[src/rtl/assert_macros.svh]
// ----------------------------------------------------------------------------
// assert_macros.svh
// Concurrent assertion shorthands for the RTL of the box blur block.
// ----------------------------------------------------------------------------
`ifndef ASSERT_MACROS_SVH
`define ASSERT_MACROS_SVH

// Property must hold at every clock edge outside reset.
`define BBL_ASSERT(label, clk, rst_n, prop, msg) \
  label: assert property (@(posedge clk) disable iff (!rst_n) (prop)) \
    else $error(msg);

// Consequent must hold in the same cycle as the antecedent.
`define BBL_ASSERT_IMP(label, clk, rst_n, ante, cons, msg) \
  label: assert property (@(posedge clk) disable iff (!rst_n) (ante) |-> (cons)) \
    else $error(msg);

// Consequent must hold in the cycle after the antecedent.
`define BBL_ASSERT_NEXT(label, clk, rst_n, ante, cons, msg) \
  label: assert property (@(posedge clk) disable iff (!rst_n) (ante) |=> (cons)) \
    else $error(msg);

`endif

[src/rtl/bbl_pkg.sv]
// ----------------------------------------------------------------------------
// bbl_pkg
// Shared types and constants of the line box blur.
// ----------------------------------------------------------------------------
`timescale 1ns / 1ps
`default_nettype none

package bbl_pkg;

  localparam int unsigned DEF_MAX_RADIUS = 31;
  localparam int unsigned NUM_LANES      = 4;
  localparam int unsigned CHAN_W         = 8;
  localparam int unsigned PIX_W          = NUM_LANES * CHAN_W;
  localparam int unsigned CFG_RADIUS_W   = 5;
  localparam logic [CFG_RADIUS_W-1:0] CFG_RADIUS_RST = CFG_RADIUS_W'(1);

  typedef enum logic [2:0] {
    ST_IDLE,
    ST_READ,
    ST_UPD,
    ST_MUL,
    ST_EMIT
  } bbl_state_e;

  // Per-lane strobes from the sequencer.
  typedef struct packed {
    logic init;   // load window sum from the first pixel
    logic upd;    // slide window: add newest, drop oldest
    logic mul;    // multiply sum by window reciprocal
  } bbl_lane_ctl_t;

  // Result hand-off to the merging stage.
  typedef struct packed {
    logic valid;
    logic last;
  } bbl_emit_t;

endpackage

`default_nettype wire

[src/rtl/bbl_lane.sv]
// ----------------------------------------------------------------------------
// bbl_lane
// One channel: running window sum and truncated mean via reciprocal multiply.
// ----------------------------------------------------------------------------
`timescale 1ns / 1ps
`default_nettype none

module bbl_lane #(
  parameter int unsigned MAX_RADIUS = bbl_pkg::DEF_MAX_RADIUS
) (
  input  wire logic                                 clk_i,
  input  wire bbl_pkg::bbl_lane_ctl_t               ctl_i,
  input  wire logic [bbl_pkg::CHAN_W-1:0]           add_i,
  input  wire logic [bbl_pkg::CHAN_W-1:0]           rem_i,
  input  wire logic [$clog2(MAX_RADIUS+1)-1:0]      radius_i,
  input  wire logic [$clog2((2*MAX_RADIUS+1)*((1 << bbl_pkg::CHAN_W)-1)+1)
                     + $clog2(2*MAX_RADIUS+2):0]    recip_i,
  output logic [bbl_pkg::CHAN_W-1:0]                quot_o
);

  localparam int unsigned RADW  = $clog2(MAX_RADIUS+1);
  localparam int unsigned SW    = $clog2((2*MAX_RADIUS+1)*((1 << bbl_pkg::CHAN_W)-1)+1);
  localparam int unsigned SHIFT = SW + $clog2(2*MAX_RADIUS+2);
  localparam int unsigned RW    = SHIFT + 1;
  localparam int unsigned IW    = RADW + bbl_pkg::CHAN_W;

  logic [SW-1:0]    sum_q, sum_d;
  logic [SW+RW-1:0] prod_q;
  logic [IW-1:0]    r_times_p;
  logic [IW+1:0]    init_sum;

  // First pixel fills the whole window: (2r+1) * p.
  assign r_times_p = IW'(radius_i) * IW'(add_i);
  assign init_sum  = {1'b0, r_times_p, 1'b0} + (IW+2)'(add_i);

  always_comb begin
    sum_d = sum_q;
    if (ctl_i.init) begin
      sum_d = SW'(init_sum);
    end else if (ctl_i.upd) begin
      sum_d = sum_q + SW'(add_i) - SW'(rem_i);
    end
  end

  always_ff @(posedge clk_i) begin
    sum_q <= sum_d;
    if (ctl_i.mul) begin
      prod_q <= (SW+RW)'(sum_q) * (SW+RW)'(recip_i);
    end
  end

  assign quot_o = prod_q[SHIFT +: bbl_pkg::CHAN_W];

endmodule

`default_nettype wire

[src/rtl/bbl_ctrl.sv]
// ----------------------------------------------------------------------------
// bbl_ctrl
// Sequencer: pixel history, line tracking, window steps and edge clamping.
// ----------------------------------------------------------------------------
`timescale 1ns / 1ps
`default_nettype none

module bbl_ctrl #(
  parameter int unsigned MAX_RADIUS = bbl_pkg::DEF_MAX_RADIUS
) (
  input  wire logic                                 clk_i,
  input  wire logic                                 rst_ni,
  input  wire logic                                 cfg_wr_en_i,
  input  wire logic [bbl_pkg::CFG_RADIUS_W-1:0]     cfg_wr_data_i,
  input  wire logic                                 in_valid_i,
  output logic                                      in_ready_o,
  input  wire logic [bbl_pkg::PIX_W-1:0]            in_px_i,
  input  wire logic                                 in_end_i,
  input  wire logic                                 out_free_i,
  output bbl_pkg::bbl_lane_ctl_t                    lane_ctl_o,
  output logic [bbl_pkg::PIX_W-1:0]                 add_px_o,
  output logic [bbl_pkg::PIX_W-1:0]                 rem_px_o,
  output logic [$clog2(MAX_RADIUS+1)-1:0]           radius_o,
  output logic [$clog2((2*MAX_RADIUS+1)*((1 << bbl_pkg::CHAN_W)-1)+1)
                + $clog2(2*MAX_RADIUS+2):0]         recip_o,
  output bbl_pkg::bbl_emit_t                        emit_o
);

  localparam int unsigned RADW  = $clog2(MAX_RADIUS+1);
  localparam int unsigned AW    = RADW + 1;
  localparam int unsigned DEPTH = 1 << AW;
  localparam int unsigned SW    = $clog2((2*MAX_RADIUS+1)*((1 << bbl_pkg::CHAN_W)-1)+1);
  localparam int unsigned SHIFT = SW + $clog2(2*MAX_RADIUS+2);
  localparam int unsigned RW    = SHIFT + 1;

  bbl_pkg::bbl_state_e state_q, state_d;

  logic [bbl_pkg::CFG_RADIUS_W-1:0] radius_q;
  logic [RADW-1:0]                  lag_q, step_q, r_new;
  logic [AW-1:0]                    cnt_q, wp_q, cur_k_q, cur_wp_q;
  logic [AW-1:0]                    rd_base, rd_back, rd_addr, cur_back;
  logic [RADW-1:0]                  rd_step;
  logic [bbl_pkg::PIX_W-1:0]        first_q, px_q, rd_q;
  logic [RW-1:0]                    recip_q;
  logic                             end_q, emit_q, last_q;
  logic                             accept, advance, more_steps;
  logic [AW:0]                      centre_chk;

  logic [bbl_pkg::PIX_W-1:0] hist_mem [DEPTH];
  logic [RW-1:0]             recip_tab [MAX_RADIUS+1];

  // Reciprocal ceil(2^SHIFT / (2r+1)) for every radius; exact for all sums.
  for (genvar g = 0; g <= MAX_RADIUS; g++) begin : g_recip
    localparam logic [RW-1:0] RecipG =
      RW'(((64'd1 << SHIFT) + 64'(2*g)) / 64'(2*g+1));
    assign recip_tab[g] = RecipG;
  end

  assign accept = in_valid_i && in_ready_o;
  assign r_new  = (32'(radius_q) > 32'(MAX_RADIUS)) ? RADW'(MAX_RADIUS) : RADW'(radius_q);

  // Oldest pixel of the window: 2r+1 back from the newest, one less per flush step.
  assign rd_base  = (state_q == bbl_pkg::ST_IDLE) ? wp_q : cur_wp_q;
  assign rd_step  = (state_q == bbl_pkg::ST_IDLE) ? '0 : step_q;
  assign rd_back  = {lag_q, 1'b1} - AW'(rd_step);
  assign rd_addr  = rd_base - rd_back;
  assign cur_back = {lag_q, 1'b1} - AW'(step_q);

  assign centre_chk = {1'b0, cur_k_q} + (AW+1)'(step_q);
  assign more_steps = end_q && (step_q != lag_q);
  assign advance    = !emit_q || out_free_i;

  // History ring: one write per accepted pixel and one registered read a cycle.
  always_ff @(posedge clk_i) begin
    if (accept) begin
      hist_mem[wp_q] <= in_px_i;
    end
    rd_q <= hist_mem[rd_addr];
  end

  always_ff @(posedge clk_i or negedge rst_ni) begin
    if (!rst_ni) begin
      state_q <= bbl_pkg::ST_IDLE;
    end else begin
      state_q <= state_d;
    end
  end

  always_comb begin
    state_d    = state_q;
    in_ready_o = 1'b0;
    lane_ctl_o = '0;
    emit_o     = '0;
    unique case (state_q)
      bbl_pkg::ST_IDLE: begin
        in_ready_o = 1'b1;
        if (in_valid_i) begin
          state_d = bbl_pkg::ST_UPD;
        end
      end
      bbl_pkg::ST_READ: begin
        state_d = bbl_pkg::ST_UPD;
      end
      bbl_pkg::ST_UPD: begin
        lane_ctl_o.init = (cur_k_q == '0) && (step_q == '0);
        lane_ctl_o.upd  = !lane_ctl_o.init;
        state_d         = bbl_pkg::ST_MUL;
      end
      bbl_pkg::ST_MUL: begin
        lane_ctl_o.mul = 1'b1;
        state_d        = bbl_pkg::ST_EMIT;
      end
      bbl_pkg::ST_EMIT: begin
        emit_o.valid = emit_q && out_free_i;
        emit_o.last  = last_q;
        if (advance) begin
          state_d = more_steps ? bbl_pkg::ST_READ : bbl_pkg::ST_IDLE;
        end
      end
      default: begin
        state_d = bbl_pkg::ST_IDLE;
      end
    endcase
  end

  // Line tracking and per-step flags.
  always_ff @(posedge clk_i or negedge rst_ni) begin
    if (!rst_ni) begin
      radius_q <= bbl_pkg::CFG_RADIUS_RST;
      lag_q    <= '0;
      first_q  <= '0;
      cnt_q    <= '0;
      wp_q     <= '0;
      step_q   <= '0;
      end_q    <= 1'b0;
      emit_q   <= 1'b0;
      last_q   <= 1'b0;
    end else begin
      if (cfg_wr_en_i) begin
        radius_q <= cfg_wr_data_i;
      end
      if (accept) begin
        end_q  <= in_end_i;
        step_q <= '0;
        wp_q   <= wp_q + AW'(1);
        if (cnt_q == '0) begin
          lag_q   <= r_new;
          first_q <= in_px_i;
        end
        if (in_end_i) begin
          cnt_q <= '0;
        end else if (cnt_q != '1) begin
          cnt_q <= cnt_q + AW'(1);
        end
      end
      if (state_q == bbl_pkg::ST_UPD) begin
        // Emit once the window centre lies inside the line.
        emit_q <= centre_chk >= (AW+1)'(lag_q);
        last_q <= end_q && (step_q == lag_q);
      end
      if (state_q == bbl_pkg::ST_EMIT && advance && more_steps) begin
        step_q <= step_q + RADW'(1);
      end
    end
  end

  always_ff @(posedge clk_i) begin
    if (accept) begin
      px_q     <= in_px_i;
      cur_k_q  <= cnt_q;
      cur_wp_q <= wp_q;
      if (cnt_q == '0) begin
        recip_q <= recip_tab[r_new];
      end
    end
  end

  // Before the line start, repeat the first pixel.
  assign rem_px_o = (cur_back > cur_k_q) ? first_q : rd_q;
  assign add_px_o = px_q;
  assign radius_o = lag_q;
  assign recip_o  = recip_q;

endmodule

`default_nettype wire

[src/rtl/box_blur_line_clamped.sv]
// ----------------------------------------------------------------------------
// box_blur_line_clamped
// One-dimensional edge-clamped box blur over a line of four-channel pixels.
// ----------------------------------------------------------------------------
// Flow: each pixel steps through the sum, multiply and emit states; emit loads
//   the output register once the window centre lies in the line. The end pixel
//   then releases up to r more results by flush steps of read, sum, multiply and
//   emit. A new pixel is taken only in idle; emit waits while m_axis is not free.
// Reset: asynchronous, active low; clears the line position, sets radius to 1.
//   The pixel history needs no clearing pass.
`timescale 1ns / 1ps
`default_nettype none

`include "assert_macros.svh"

module box_blur_line_clamped #(
  parameter int unsigned MAX_RADIUS = bbl_pkg::DEF_MAX_RADIUS
) (
  input  wire logic                             clk_i,
  input  wire logic                             rst_ni,
  // Configuration: blur_radius
  input  wire logic                             cfg_wr_en_i,
  input  wire logic [bbl_pkg::CFG_RADIUS_W-1:0] cfg_wr_data_i,
  // Pixel input
  input  wire logic                             s_axis_tvalid,
  output logic                                  s_axis_tready,
  input  wire logic [bbl_pkg::PIX_W-1:0]        s_axis_tdata,  // chan_a, chan_b, chan_c, chan_d
  input  wire logic                             s_axis_tlast,  // line_end
  // Blurred output
  output logic                                  m_axis_tvalid,
  input  wire logic                             m_axis_tready,
  output logic [bbl_pkg::PIX_W-1:0]             m_axis_tdata,  // out_a, out_b, out_c, out_d
  output logic                                  m_axis_tlast   // out_line_last
);

  localparam int unsigned RADW  = $clog2(MAX_RADIUS+1);
  localparam int unsigned SW    = $clog2((2*MAX_RADIUS+1)*((1 << bbl_pkg::CHAN_W)-1)+1);
  localparam int unsigned RW    = SW + $clog2(2*MAX_RADIUS+2) + 1;

  bbl_pkg::bbl_lane_ctl_t    lane_ctl;
  bbl_pkg::bbl_emit_t        emit;
  logic [bbl_pkg::PIX_W-1:0] add_px, rem_px, quot;
  logic [RADW-1:0]           radius;
  logic [RW-1:0]             recip;
  logic                      out_free;

  logic                      out_valid_q;
  logic [bbl_pkg::PIX_W-1:0] out_data_q;
  logic                      out_last_q;

  // The output register is free when empty or being drained this cycle.
  assign out_free = !out_valid_q || m_axis_tready;

  bbl_ctrl #(
    .MAX_RADIUS(MAX_RADIUS)
  ) u_ctrl (
    .clk_i        (clk_i),
    .rst_ni       (rst_ni),
    .cfg_wr_en_i  (cfg_wr_en_i),
    .cfg_wr_data_i(cfg_wr_data_i),
    .in_valid_i   (s_axis_tvalid),
    .in_ready_o   (s_axis_tready),
    .in_px_i      (s_axis_tdata),
    .in_end_i     (s_axis_tlast),
    .out_free_i   (out_free),
    .lane_ctl_o   (lane_ctl),
    .add_px_o     (add_px),
    .rem_px_o     (rem_px),
    .radius_o     (radius),
    .recip_o      (recip),
    .emit_o       (emit)
  );

  // One lane per channel byte; all lanes step together.
  for (genvar l = 0; l < bbl_pkg::NUM_LANES; l++) begin : g_lane
    bbl_lane #(
      .MAX_RADIUS(MAX_RADIUS)
    ) u_lane (
      .clk_i   (clk_i),
      .ctl_i   (lane_ctl),
      .add_i   (add_px[l*bbl_pkg::CHAN_W +: bbl_pkg::CHAN_W]),
      .rem_i   (rem_px[l*bbl_pkg::CHAN_W +: bbl_pkg::CHAN_W]),
      .radius_i(radius),
      .recip_i (recip),
      .quot_o  (quot[l*bbl_pkg::CHAN_W +: bbl_pkg::CHAN_W])
    );
  end

  // Merge the lane means into one output pixel; hold until transferred.
  always_ff @(posedge clk_i or negedge rst_ni) begin
    if (!rst_ni) begin
      out_valid_q <= 1'b0;
    end else if (emit.valid) begin
      out_valid_q <= 1'b1;
    end else if (m_axis_tready) begin
      out_valid_q <= 1'b0;
    end
  end

  always_ff @(posedge clk_i) begin
    if (emit.valid) begin
      out_data_q <= quot;
      out_last_q <= emit.last;
    end
  end

  assign m_axis_tvalid = out_valid_q;
  assign m_axis_tdata  = out_data_q;
  assign m_axis_tlast  = out_last_q;

  // Never overwrite a result that has not been transferred.
  `BBL_ASSERT_IMP(a_emit_free, clk_i, rst_ni, emit.valid, out_free, "result overwrite")
  // Results are only produced while no new pixel can be taken.
  `BBL_ASSERT_IMP(a_emit_busy, clk_i, rst_ni, emit.valid, !s_axis_tready, "emit while idle")
  // A pixel transfer always drops ready for the step that it starts.
  `BBL_ASSERT_NEXT(a_acc_busy, clk_i, rst_ni, s_axis_tvalid && s_axis_tready,
                   !s_axis_tready, "ready after transfer")

endmodule

`default_nettype wire
[config.mk]
export PLATFORM = sky130hd
export DESIGN_NAME = box_blur_line_clamped
export DESIGN_NICKNAME = d
export VERILOG_FILES = /design/src/rtl/bbl_pkg.sv /design/src/rtl/bbl_lane.sv /design/src/rtl/bbl_ctrl.sv /design/src/rtl/box_blur_line_clamped.sv
export VERILOG_INCLUDE_DIRS = /design/src /design/src/rtl
export SDC_FILE = /design/constraint.sdc
export NUM_CORES = 2
export LEC_CHECK = 0
export BUFFER_PORTS_ARGS = -buffer_cell sky130_fd_sc_hd__buf_4
export CELL_PAD_IN_SITES_DETAIL_PLACEMENT = 1
export CELL_PAD_IN_SITES_GLOBAL_PLACEMENT = 2
export CORE_MARGIN = 5
export CORE_UTILIZATION = 43
export DETAILED_ROUTE_END_ITERATION = 10
export PLACE_DENSITY_LB_ADDON = 0.1
export SKIP_CTS_REPAIR_TIMING = 1
export SYNTH_ARGS = -nofsm -noshare
export SYNTH_HDL_FRONTEND = slang
export SYNTH_SLANG_ARGS = --single-unit
[constraint.sdc]
create_clock -name clk_i -period 6.7 [get_ports clk_i]
set_clock_uncertainty 0.2 [all_clocks]
set_input_delay 0.335 -clock clk_i [delete_from_list [all_inputs] [get_ports clk_i]]
set_output_delay 0.335 -clock clk_i [all_outputs]
set_load 0.1 [all_outputs]
# --- Word-level counts from Yosys, hierarchy flattened ---
# Memory sizes are Yosys's and may differ from the RTL's. A register that Yosys moved wholly into a read port is not among the register bits.
# Index checks and enable logic that the tools add are counted.
word_totals:
  output_inout_bits: 35
  register_bits: 311
  mem_bits_ro: 672
  mem_bits_rw: 2048
  in_bits: 43
  elab_cells: 115
  memories: 2
memory_table:
  columns: ["name", "depth", "width", "rd", "rd_clocked_by_memory_dff", "wr", "line", "text"]
  rows:
  - ["u_ctrl.hist_mem", 64, 32, 1, 1, 1, "bbl_ctrl.sv:49", "logic [bbl_pkg::PIX_W-1:0] hist_mem [DEPTH];"]
  - ["(no name shown)", 32, 21, 1, 1, 0, "bbl_ctrl.sv:173", "recip_q <= recip_tab[r_new];"]
op_classes:
  bitwise: 1
  mul: 8
  reduce_logical: 23
  n_eq_ne: 9
  magnitude_cmp: 2
  addsub: 19
  mux: 27
op_table:
  columns: ["operator", "count"]
  rows:
  - ["adder 14 x 8 -> 14 bit", 8]
  - ["multiplier 14 x 21 -> 28 bit", 4]
  - ["two-way mux 14 bit", 8]
  - ["subtractor 14 x 8 -> 14 bit", 4]
  - ["multiplier 5 x 8 -> 13 bit", 4]
  - ["two-way mux 32 bit", 1]
  - ["two-way mux 6 bit", 3]
  - ["two-way mux 5 bit", 3]
  - ["case mux 3 bit (5 select lines)", 1]
  - ["adder 6 x 1 -> 6 bit, second input constant", 2]
  - ["logical NOT 6 bit", 2]
  - ["subtractor 6 x 5 -> 6 bit", 2]
  - ["nonzero test 2 bit", 4]
  - ["adder 6 x 5 -> 7 bit", 1]
  - ["greater-or-equal comparator 7 x 5 -> 1 bit", 1]
  - ["logical AND 1 bit", 7]
  - ["two-way mux 1 bit", 7]
  - ["== test 3 x 2 -> 1 bit, second input constant", 2]
  - ["> comparator 6 bit", 1]
  - ["two-way mux 3 bit", 2]
  - ["!= test 6 bit, second input constant", 1]
  - ["NOT 5 -> 6 bit", 1]
  - ["AND reduction 2 bit", 3]
  - ["subtractor 6 bit", 1]
  - ["other kinds (12)", 16]

# --- Depth between registers and ports, before layout ---
logic_depth:
  depth_word: 6
  ltp_mapped: 27
  ltp_nobuf: 25

# --- Modules after synthesis ---
# A second synthesis with hierarchy kept.
unflattened:
  cells_unflattened: 9371
  hier_area_um2: 132180.5
by_module_without_submodules:
  columns: ["module", "instances", "cells_per_inst", "area_per_inst_um2", "seq_area_each_um2"]
  rows:
  - ["bbl_ctrl", 1, 4229, 86499.2, 65689.3]
  - ["bbl_lane (g_lane[0].u_lane ...)", 2, 1275, 11114.4, 660.6]
  - ["bbl_lane (g_lane[3].u_lane)", 1, 1279, 11208.2, 660.6]
  - ["bbl_lane (g_lane[2].u_lane)", 1, 1277, 11205.7, 660.6]
  - ["box_blur_line_clamped", 1, 36, 1038.5, 1016.0]

# --- Least setup slack after synthesis ---
# OpenSTA, ideal clock, no wires.
synth_timing:
  kind: "reg2reg"
  startpoint: "reg u_ctrl.recip_q[7] (netlist: u_ctrl.recip_o[7])"
  endpoint: "reg g_lane[1].u_lane.prod_q[24], data pin"
  stages_incl_launch_ff: 25
  n_path_buf: 2
  arrival_ns: 5.784
  synth_period_minus_slack_ns: 6.243
  slack_ns: 0.457
  t_required_ns: 6.241
  setup_ns: 0.259
  cell_sequence: "edfxtp_1 > clkbuf_1 > clkbuf_1 > and2_1 > fa_1 > inv_1 > fa_1 > inv_1 > fa_1 > inv_1 > fa_1 > inv_1 > fa_1 > inv_1 > fa_1 > inv_1 > ha_1 > a21o_1 > a21o_1 > a221oi_1 > o211a_1 > a21oi_1 > or3_1 > a21oi_1 > xnor2_1"
synth_between:
  elab_chain_cells: 1
synth_rtl:
  columns: ["element", "line", "text"]
  rows:
  - ["start, declared", "bbl_ctrl.sv:44", "logic [RW-1:0] recip_q;"]
  - ["multiplier 14 x 21 -> 28 bit", "bbl_lane.sv:48", "prod_q <= (SW+RW)'(sum_q) * (SW+RW)'(recip_i);"]
  - ["end signal, assigned", "bbl_lane.sv:48", null]
  - ["end, declared", "bbl_lane.sv:28", "logic [SW+RW-1:0] prod_q;"]
# No other way between the ends.
# A chain may end at the register's enable or synchronous reset.

# --- Worst setup path after layout ---
layout_timing:
  startpoint: "reg g_lane[0].u_lane.sum_q[3]"
  endpoint: "reg g_lane[0].u_lane.prod_q[24], data pin"
layout_between:
  elab_chain_cells: 1
layout_rtl:
  columns: ["element", "line", "text"]
  rows:
  - ["start, declared", "bbl_lane.sv:27", "logic [SW-1:0] sum_q, sum_d;"]
  - ["start signal, assigned", "bbl_lane.sv:46", "sum_q <= sum_d;"]
  - ["multiplier 14 x 21 -> 28 bit", "bbl_lane.sv:48", null]
  - ["end signal, assigned", "bbl_lane.sv:48", null]
  - ["end, declared", "bbl_lane.sv:28", null]
# No other way between the ends.

==> impl_metrics.py <==
metrics = {
    "critical_path": {
        "cp.required_ps": 7080,
        "path_class": "flop to flop",
        "start_kind": "flop",
        "arrival_ps": 6830,
        "worstPathMaxFanout": 6,
        "cp_cell_sequence": "buf_4 -> and2_1 -> fa_1 -> inv_1 -> fa_1 -> inv_1 -> fa_1 -> inv_1 -> fa_1 -> inv_1 -> fa_1 -> inv_1 -> fa_1 -> inv_1 -> ha_1 -> a21o_1 -> or4_4 -> a21oi_4 -> nor4b_4 -> buf_4 -> o21ai_0 -> nand2b_1 -> a211oi_2 -> nor2_1",
        "cp_slowest_cell": "fa_1",
        "slowest_delay_ps": 540,
        "cp-end-kind": "flop",
    },
    "job": {
        "drv_cap": 0,
    },
    "outcome": {
        "outcome": "finished, final reports clean",
    },
    "route": {
        "drt_first_pass_iters": 7,
        "wl_per_cell_um": 26.4,
        "vias": 71500,
        "avgViaCountPerCell": 5.46,
        "post-route-drc-count": 0,
        "ant_nets": 0,
        "drt-total-wl_um": 346000,
        "drt_iter0_drc": 4931,
    },
    "floorplan": {
        "die_x_um": 559,
        "die_h_um": 559,
        "coreArea_um2": 300000,
        "rows": 201,
        "initial_core_util_pct": 43.2,
        "dieArea_um2": 312000,
        "io-pin-count": 78,
    },
    "global_routing": {
        "track_usage_pct": 22.4,
        "grt_pass1_vias": 79200,
        "antenna_found_initial": 11,
        "gr-total-overflow": 0,
        "grt_max_degree": 83,
        "grt_pass1_wl_um": 522000,
    },
    "placed_design": {
        "hpwlAfterDp_um": 231000,
        "dp.cells": 12600,
        "globalplace.congestion": 0.790,
        "io_buffers": 77,
    },
    "cts": {
        "cts_buffers": 262,
        "cts-htree-levels": 5,
        "clock-sinks": 2331,
        "clockRootBuffer": "clkbuf_16",
        "clkLatencyLatePin_ps": 870,
        "cts_tree": "yes",
        "clockBufferDepth": 4,
        "clk_pin_slew_ps": 70,
    },
    "synthesis": {
        "syn_area_um2": 130000,
        "ys_top_cells_by_area": "edfxtp_1 (52%), fa_1 (14%), mux4_2 (11%), ha_1 (4.6%), inv_1 (3.1%)",
        "ys_types": 84,
        "async_flop_share_pct": 2.83,
        "synth_edf_count": 2233,
        "synth_ff_type": "edfxtp_1",
        "yosysWarnings": 0,
        "ys_seq_area_share_pct": 53.5,
        "synth_seq_cells": 2331,
        "synth_nets": 10100,
        "synth_top_area_share_pct": 51.8,
        "yosys.area.top_type": "edfxtp_1",
        "netlist_instances": 8631,
        "syn_area_per_cell_um2": 15.0,
    },
    "finish": {
        "final_cells": 13100,
        "n_fill_cell": 28900,
        "nets": 10400,
        "final-seq-area_um2": 69300,
        "multiInputGateArea_um2": 55000,
        "layout-drive-gt1-share_pct": 17.7,
        "area_delta_synth_final_pct": 13.0,
    },
    "sta": {
        "hold_viol_final": 0,
        "final_max_slew_viol_count": 0,
        "min_period_ps": 6450,
        "slew_headroom_pct": 26.0,
        "fin_crit_sh_pct": 96.3,
        "final.setup.tns_ps": 0,
        "report.final.setup_viol": 0,
        "max_freq_ghz": 0.155,
        "worst_pin_slew_ps": 1110,
    },
    "worst_hold_path": {
        "min_path_type": "input port to flop",
    },
}
-- synthesized netlist by cell type (65+ instances only) --
cell type / instances
nor2_1: 228
mux2i_1: 74
dfrtp_1: 65
ha_1: 477
a21oi_1: 188
clkbuf_1: 342
mux4_2: 641
nand2_1: 795
nor2b_1: 65
xor2_1: 73
xnor2_1: 127
edfxtp_1: 2233
inv_1: 1076
o21ai_0: 98
and2_1: 569
buf_2: 65
fa_1: 907
-- cells by family after synthesis --
kind of cell    synth area share (%)
xor+xnor                        1.35
buf+inv                         4.55
compound gates                  2.95
mux                             12.1
fa+ha+maj                       18.6
flops                           53.5
simple gates                    6.90
-- per-layer routing --
metal  global-route usage, %  routed length (µm)  vias up
li1                        -                   -    31200
met1                    30.0              147000    38600
met3                    2.38               12600      364
met2                    40.1              181000     1382
met5                       0                  13        -
met4                    3.88                6140        2
-- final cells by class --
| type | count | share of cell area [%] |
|---|---|---|
| Sequential cell | 2331 | 47.4 |
| Timing Repair Buffer | 490 | 3.17 |
| Multi-Input combinational cell | 4780 | 37.6 |
| Tap cell | 3958 | 3.38 |
| Antenna cell | 3 | 0.00513 |
| Clock buffer | 325 | 4.75 |
| Clock inverter | 140 | 0.951 |
| Inverter | 1077 | 2.76 |
-- layout by cell type, fill, tap and decap left out, types with 26 or more instances in the layout --
master         count
buf_4            372
o21ai_0           95
fa_1             903
buf_12            62
inv_1           1076
mux2i_1           70
mux4_2           641
a211oi_1          56
nor2_4            67
clkinv_1          41
dfrtp_1           65
o21ai_1           26
nand3_1           36
ha_1             475
nand2_1          795
mux2_2            40
clkinv_2          41
clkbuf_16        268
xnor2_1          123
nor2_1           160
a21o_1            46
a21oi_1          184
nor2b_1           65
o21a_1            35
nand2b_1          26
dlygate4sd3_1     51
edfxtp_1        2233
xor2_1            73
and2_1           568
clkbuf_1          51
dfxtp_1           32
nor3_1            40
-- per-stage QoR --
step           hold WS (ps)  setup WS, ps  instance area (µm²)  utilization (%)
2_1_floorplan          -161           457               130000                -
3_3_place_gp           48.5          19.0               137000             45.7
3_5_place_dp           53.4          14.1               137000             45.7
4_1_cts                -888         -51.0               145000             48.5
5_1_grt                75.0         -9.53               146000             48.8
6_report               82.7           248               146000             48.8
-- critical path, delay by kind of cell (launching register included) --
kind | cells | cell delay (ps)
fa+ha+maj | 7 | 3280
simple gates | 5 | 850
compound gates | 4 | 730
buf+inv | 8 | 680
flops | 1 | 410
-- final timing paths --
kind | start | to | slack (ps) | depth (start not counted)
setup reg to reg | g_lane[0].u_lane.sum_q[3]$_DFFE_PP_ | g_lane[0].u_lane.prod_q[24]$_DFFE_PP_ | 250 | 24
setup / recovery | g_lane[0].u_lane.sum_q[3]$_DFFE_PP_ | g_lane[0].u_lane.prod_q[24]$_DFFE_PP_ | 250 | 24
min in group asynchronous | rst_ni | u_ctrl.first_q[16]$_DFFE_PN0P_ | 580 | 4
max in group asynchronous | rst_ni | u_ctrl.r_new[2]$_DFFE_PN0P_ | 4870 | 4
hold reg to reg | g_lane[1].u_lane.prod_q[21]$_DFFE_PP_ | m_axis_tdata[9]$_DFFE_PP_ | 210 | 0
hold / removal | cfg_wr_en_i | u_ctrl.r_new[0]$_DFFE_PN1P_ | 80 | 3
-- state kept, by name, indices dropped and copies added (netlist names), 3 cells and up --
| name | count |
|---|---|
| g_lane.u_lane.prod_q | 32 |
| g_lane.u_lane.sum_q | 56 |
| m_axis_tdata | 32 |
| u_ctrl.add_px_o | 32 |
| u_ctrl.cnt_q | 6 |
| u_ctrl.cur_k_q | 6 |
| u_ctrl.cur_wp_q | 6 |
| u_ctrl.first_q | 32 |
| u_ctrl.hist_mem | 2048 |
| u_ctrl.r_new | 5 |
| u_ctrl.radius_o | 5 |
| u_ctrl.rd_q | 32 |
| u_ctrl.recip_o | 20 |
| u_ctrl.state_q | 3 |
| u_ctrl.step_q | 5 |
| u_ctrl.wp_q | 6 |
Power is left out: the tool's default activity adds up to more than one toggle a clock period on the data nets, which glitch-free logic cannot reach.
